[config.mk]
export PLATFORM = sky130hd
export DESIGN_NAME = ffba_scan
export DESIGN_NICKNAME = d
export VERILOG_FILES = /design/src/hw/rtl/ffba_pkg.sv /design/src/hw/rtl/ffba_scan.sv
export SDC_FILE = /design/constraint.sdc
export NUM_CORES = 1
export LEC_CHECK = 0
export ABC_AREA = 1
export BUFFER_PORTS_ARGS = -buffer_cell sky130_fd_sc_hd__buf_2
export CORE_ASPECT_RATIO = 1.2
export CORE_MARGIN = 2
export CORE_UTILIZATION = 40
export DETAILED_ROUTE_END_ITERATION = 16
export PLACE_DENSITY = 0.78
export SETUP_SLACK_MARGIN = 0.3
export SLEW_MARGIN = 20
export SYNTH_ARGS = -nofsm -noshare
export SYNTH_HDL_FRONTEND = slang
export SYNTH_SLANG_ARGS = --single-unit
[constraint.sdc]
create_clock -name vclk -period 2.85
set_input_delay 0.57 -clock vclk [all_inputs]
set_output_delay 0.57 -clock vclk [all_outputs]
set_load 0.05 [all_outputs]
[src/hw/rtl/ffba_pkg.sv]
// Shared constants and status codes of the first-fit block allocator.
package ffba_pkg;

  // Default geometry
  localparam int unsigned NumBlocksDef      = 32768;
  localparam int unsigned ReservedBlocksDef = 17;

  // Field widths
  localparam int unsigned IdxW    = 15;
  localparam int unsigned CntW    = 16;
  localparam int unsigned StatusW = 2;
  localparam int unsigned IndexLimit = 32768;

  // Usage map word geometry
  localparam int unsigned WordW = 64;
  localparam int unsigned BitW  = 6;

  // Request commands
  localparam logic CmdAlloc = 1'b0;
  localparam logic CmdFree  = 1'b1;

  typedef logic [StatusW-1:0] status_t;

  localparam status_t StOk      = 2'd0;
  localparam status_t StNoSpace = 2'd1;
  localparam status_t StBadFree = 2'd2;

endpackage

[src/hw/rtl/ffba_scan.sv]
// Lowest-clear-bit finder for one usage map word.
module ffba_scan (
  input  logic [ffba_pkg::WordW-1:0] word_i,
  output logic                       found_o,
  output logic [ffba_pkg::BitW-1:0]  bit_o
);

  logic [ffba_pkg::WordW-1:0] free_bits;
  logic [ffba_pkg::WordW-1:0] half_mask;

  // Binary search: narrow to the half that holds the lowest clear bit.
  always_comb begin
    free_bits = ~word_i;
    half_mask = '0;
    bit_o     = '0;
    for (int lvl = ffba_pkg::BitW - 1; lvl >= 0; lvl--) begin
      half_mask = (ffba_pkg::WordW'(1) << (1 << lvl)) - ffba_pkg::WordW'(1);
      if ((free_bits & half_mask) == '0) begin
        bit_o[lvl] = 1'b1;
        free_bits  = free_bits >> (1 << lvl);
      end
    end
  end

  assign found_o = |(~word_i);

endmodule
==> metrics.md, run 1 <==
| Metric | Value |
|---|---|
| Overall die height | 60.0 um |
| GPL Wtd Cong | 0.909 |
| Worst_ep grt | bit_o[2] |
| Sequential fraction of the synthesis area | 0 |
| Largest net degree at the start of global routing | 17 |
| Hold Buf Count CTS | 0 |
| Syn_area_per_cell | 5.13 um^2 |
| Initial Utilization | 0.418 |
| Die extent in x | 50.7 um |
| WEP type | primary output |
| Port bufs | 71 |
| Post-Synthesis Cell Area | 1050 um^2 |
| Stage reached | 5_1_grt |
| Placed Area | 1890 um^2 |
| Total GRT Usage | 0.654 |
| DP HPWL | 3.53 mm |
| Synth cell types | 20 |
| Syn Inst Count | 204 |
| Io pins | 71 |
| Syn_nets | 268 |
| Status | aborted with a tool error |
| Overflow after GRT | 23 |
| Total of warnings raised by yosys | 0 |
| Error | [ERROR GRT-0232] Routing congestion too high. Check the congestion heatmap in the GUI. |
| Cell Rows | 20 |
## timing repair
action | 4_1_cts
pin swaps | 14
buffers inserted | 2
endpoints found under the setup margin | 5
resized for setup | 55
## stage by stage
| stage | TNS [ps] | hold slack, ps | cells | setup WS, ps |
|---|---|---|---|---|
| global placement | -2540 | 1530 | 350 | -777 |
| detailed placement | -2810 | 1540 | 350 | -850 |
| floorplan | -1460 | 1510 | 204 | -616 |
| CTS | -2170 | 1540 | 352 | -656 |
## logic make-up after synthesis
kind of cell / share of synthesized area
compound gates: 0.115
simple gates: 0.803
buf+inv: 0.0825
## cell usage after synthesis, drive strengths merged (2+ instances only)
library cell / number / area, um^2
nand3b: 13 / 105
o21a: 9 / 67.6
o21ai: 9 / 45.0
nand3: 24 / 125
nor2: 32 / 180
inv: 15 / 56.3
nand4: 8 / 50.1
nor4: 2 / 12.5
nand2: 87 / 367
buf: 2 / 22.5
## per-layer routing
| layer | GRT overflow | GRT usage |
|---|---|---|
| met1 | 0 | 0.520 |
| met2 | 12 | 0.970 |
| met3 | 0 | 0.418 |
| met4 | 11 | 0.849 |
| met5 | 0 | 0.0185 |
==> run 2, diff against run 1 <==
Settings changed: CORE_AREA from default to 2 2 63 65, CORE_ASPECT_RATIO 1.2 to default, CORE_MARGIN 2 to default, CORE_UTILIZATION 40 to default, DIE_AREA from default to 0 0 65 67, PLACE_DENSITY 0.78 to default, PLACE_DENSITY_LB_ADDON from default to 0.15, SETUP_SLACK_MARGIN 0.3 to default.
Clock period 2.85 ns to 3.7 ns, I/O delays scaled along.
==> run 2 against run 1 <==
The flow now finishes, with violations (negative setup slack). Area after synthesis stayed put. Synthesized cell count is the same.
==> metrics.md, run 2 <==
| Metric | Value |
|---|---|
| Synth cell types | 20 (unchanged) |
| DP Worst Slack | -370 ps (was -850 ps) |
| Overall die height | 67 um (was 60.0 um) |
| DP HPWL | 3.60 mm (was 3.53 mm) |
| Layout area overhead | 148% |
| Final Cycle Share | 1.07 |
| FF+latch area | 0 um^2 |
| Final worst path period need | 3950 ps |
| Port bufs | 71 (unchanged) |
| WL met2 | 2.59 mm |
| Post-Synthesis Cell Area | 1050 um^2 (unchanged) |
| Met3 routed WL | 298 um |
| Final WS setup | -250 ps |
| # setup viols final | 3 |
| DR pass1 iterations | 4 |
| DRC violations left | 0 |
| WS Path Type | primary input to output port |
| Vias per cell | 4.71 |
| Syn_nets | 268 (unchanged) |
| Vias | 1,848 |
| Overflow after GRT | 0 |
| Commonest cells post-synth | 79 x nand2_1, 23 x nand3_1, 16 x nor2_1 (unchanged) |
| Largest cells by area after synthesis | nand2_1 28%, nand3_1 11%, nand3b_1 7.9%, nor2_2 7.2%, o21a_1 6.5% (unchanged) |
| CP endpoint kind | output port |
| Rel. slew slack | 0.677 |
| Initial antenna violation count | 0 |
| Max_cap viols | 0 |
| Met1 wire length | 2.04 mm |
| Initial Utilization | 0.290 (was 0.418) |
| Leakage | 1.29 nW |
| Drt total wl | 4.95 mm |
| Post-synthesis compound-gate area fraction | 0.115 (unchanged) |
| Dpl cells | 369 (was 350) |
| Mux contribution to synthesized area | 0 (unchanged) |
| Post-route ant nets | 0 |
| Yosys top cell by area | nand2_1 (unchanged) |
| Starting DRT DRC Count | 67 |
| First-pass GRT wire length | 7.63 mm |
| Post-synthesis adder-cell area fraction | 0 (unchanged) |
| Final Power | 0.000200 W |
| CP Max Fanout | 8 |
| Top sig layer | met4 |
| Core Area | 3610 um^2 |
| Failing checks | negative setup slack |
| Vias in the first global route | 1,792 |
| Die extent in x | 65 um (was 50.7 um) |
| Critical path startpoint category | primary input |
| Simple-Gate Fraction of Synth Area | 0.803 (unchanged) |
| Commonest non-fill, non-tap cell in the layout | buf_4 |
| Hold Crit Class | primary input to output port |
| Total of warnings raised by yosys | 0 (unchanged) |
| Most frequent cells in the layout | 69 x buf_4, 44 x nand2_2, 44 x buf_2, 29 x nand2_1, 23 x buf_6 |
| Post-route cell area | 2590 um^2 |
| Largest family of logic cells by synthesized area | simple AND/OR/NAND/NOR gates (unchanged) |
| Placed Area | 1910 um^2 (was 1890 um^2) |
| Diode count | 0 |
| Final hold violation count | 0 |
| Syn Inst Count | 204 (unchanged) |
| Max VDD drop | 0.0000448 V |
| PwrDens | 77.2 nW/um^2 |
| Io pins | 71 (unchanged) |
| Syn_area_per_cell | 5.13 um^2 (unchanged) |
| Worst Max-Slew Pin Slew | 481 ps |
| Fin util | 0.718 |
| Post-synthesis xor/xnor area fraction | 0 (unchanged) |
| Slew Viols, Final | 0 |
| Drt wl/cell | 12.6 um |
| Post-route non-filler standard cell count | 392 |
| Sequential fraction of the synthesis area | 0 (unchanged) |
| Seq cells | 0 |
| RSZ-0062 raised after global routing | true |
| Layout net count | 410 |
| Largest net degree at the start of global routing | 13 |
| Die area | 4360 um^2 |
| Max Freq | 253 MHz |
| GPL Wtd Cong | 0.934 (was 0.909) |
| Critical path arrival | 3210 ps |
| # clk buffers | 0 |
| Post-synth top area share | 0.283 (unchanged) |
| Total GRT Usage | 0.220 |
| WP data required | 2960 ps |
| Status | finished with violations (was aborted with a tool error) |
| Top-count cell post-synth | nand2_1 (unchanged) |
| Layout cell share with drive strength beyond 1 | 0.724 |
| Cell Rows | 22 (was 20) |
## run 2: cell counts after synthesis
No cell type changed its count.
## run 2: timing repair
action	CTS	global route
resized for setup	78	50
setup endpoints to repair	4	4
pin swaps	67	23
hold buffers	0	0
cloned	2	0
setup buffers	21	1
## run 2: per-stage QoR
step	hold slack, ps	setup TNS, ps
floorplan	1880	-106
global placement	1860	-808
detailed placement	1870	-910
CTS	1870	-355
global route	1900	-1010
finish	1870	-557
## run 2: per-layer routing
metal,vias to the layer above,GRT usage
li1,958,-
met1,826,0.278
met2,62,0.438
met3,2,0.00169
met4,0,0
met5,-,0
## run 2: final timing paths
path | start | endpoint | slack [ps] | depth (start not counted)
worst max-delay path | word_i[3] | bit_o[0] | -250 | 25
worst min-delay path | word_i[58] | found_o | 1870 | 3
## run 2: final cells by class
| cell class | instances | area, um^2 |
|---|---|---|
| Fill cell | 304 | 1020 |
| Inverter | 16 | 71.3 |
| Multi-Input combinational cell | 185 | 1320 |
| Tap cell | 48 | 60.1 |
| Timing Repair Buffer | 143 | 1140 |
## run 2: worst max-delay path, stage by stage
cell and delay [ps]:
buf_4 120, nand2_4 80, nor2_4 40, nand2_2 80
nor2_4 60, buf_16 130, nand3b_1 110, nand2_1 80
nor2_2 160, nand2_4 80, nor2_4 170, buf_6 130
nand3_1 90, nand2_2 90, nand2_2 60, nor2_4 210
nand3_2 120, nand2_2 100, nor2_4 60, nand2_4 80
nand2_1 80, nand2_2 90, nor2_4 40, nor2_4 70
buf_6 160
## run 2: cells by family (layout without fill, tap and decap cells)
group | count (synthesis) | in the layout
AO/OA/AOI/OAI | 19 | 19
AND/OR/NAND/NOR | 166 | 166
buffers and inverters | 19 | 159
## run 2: report_power, final
group / switching, W / total [W] / internal, W / leakage [nW]
Sequential: 0 / 0 / 0 / 0
Clock: 0 / 0 / 0 / 0
Combinational: 0.0000922 / 0.000200 / 0.000108 / 1.29
Total: 0.0000922 / 0.000200 / 0.000108 / 1.29
No activity file was read; power rests on OpenSTA's default activity.
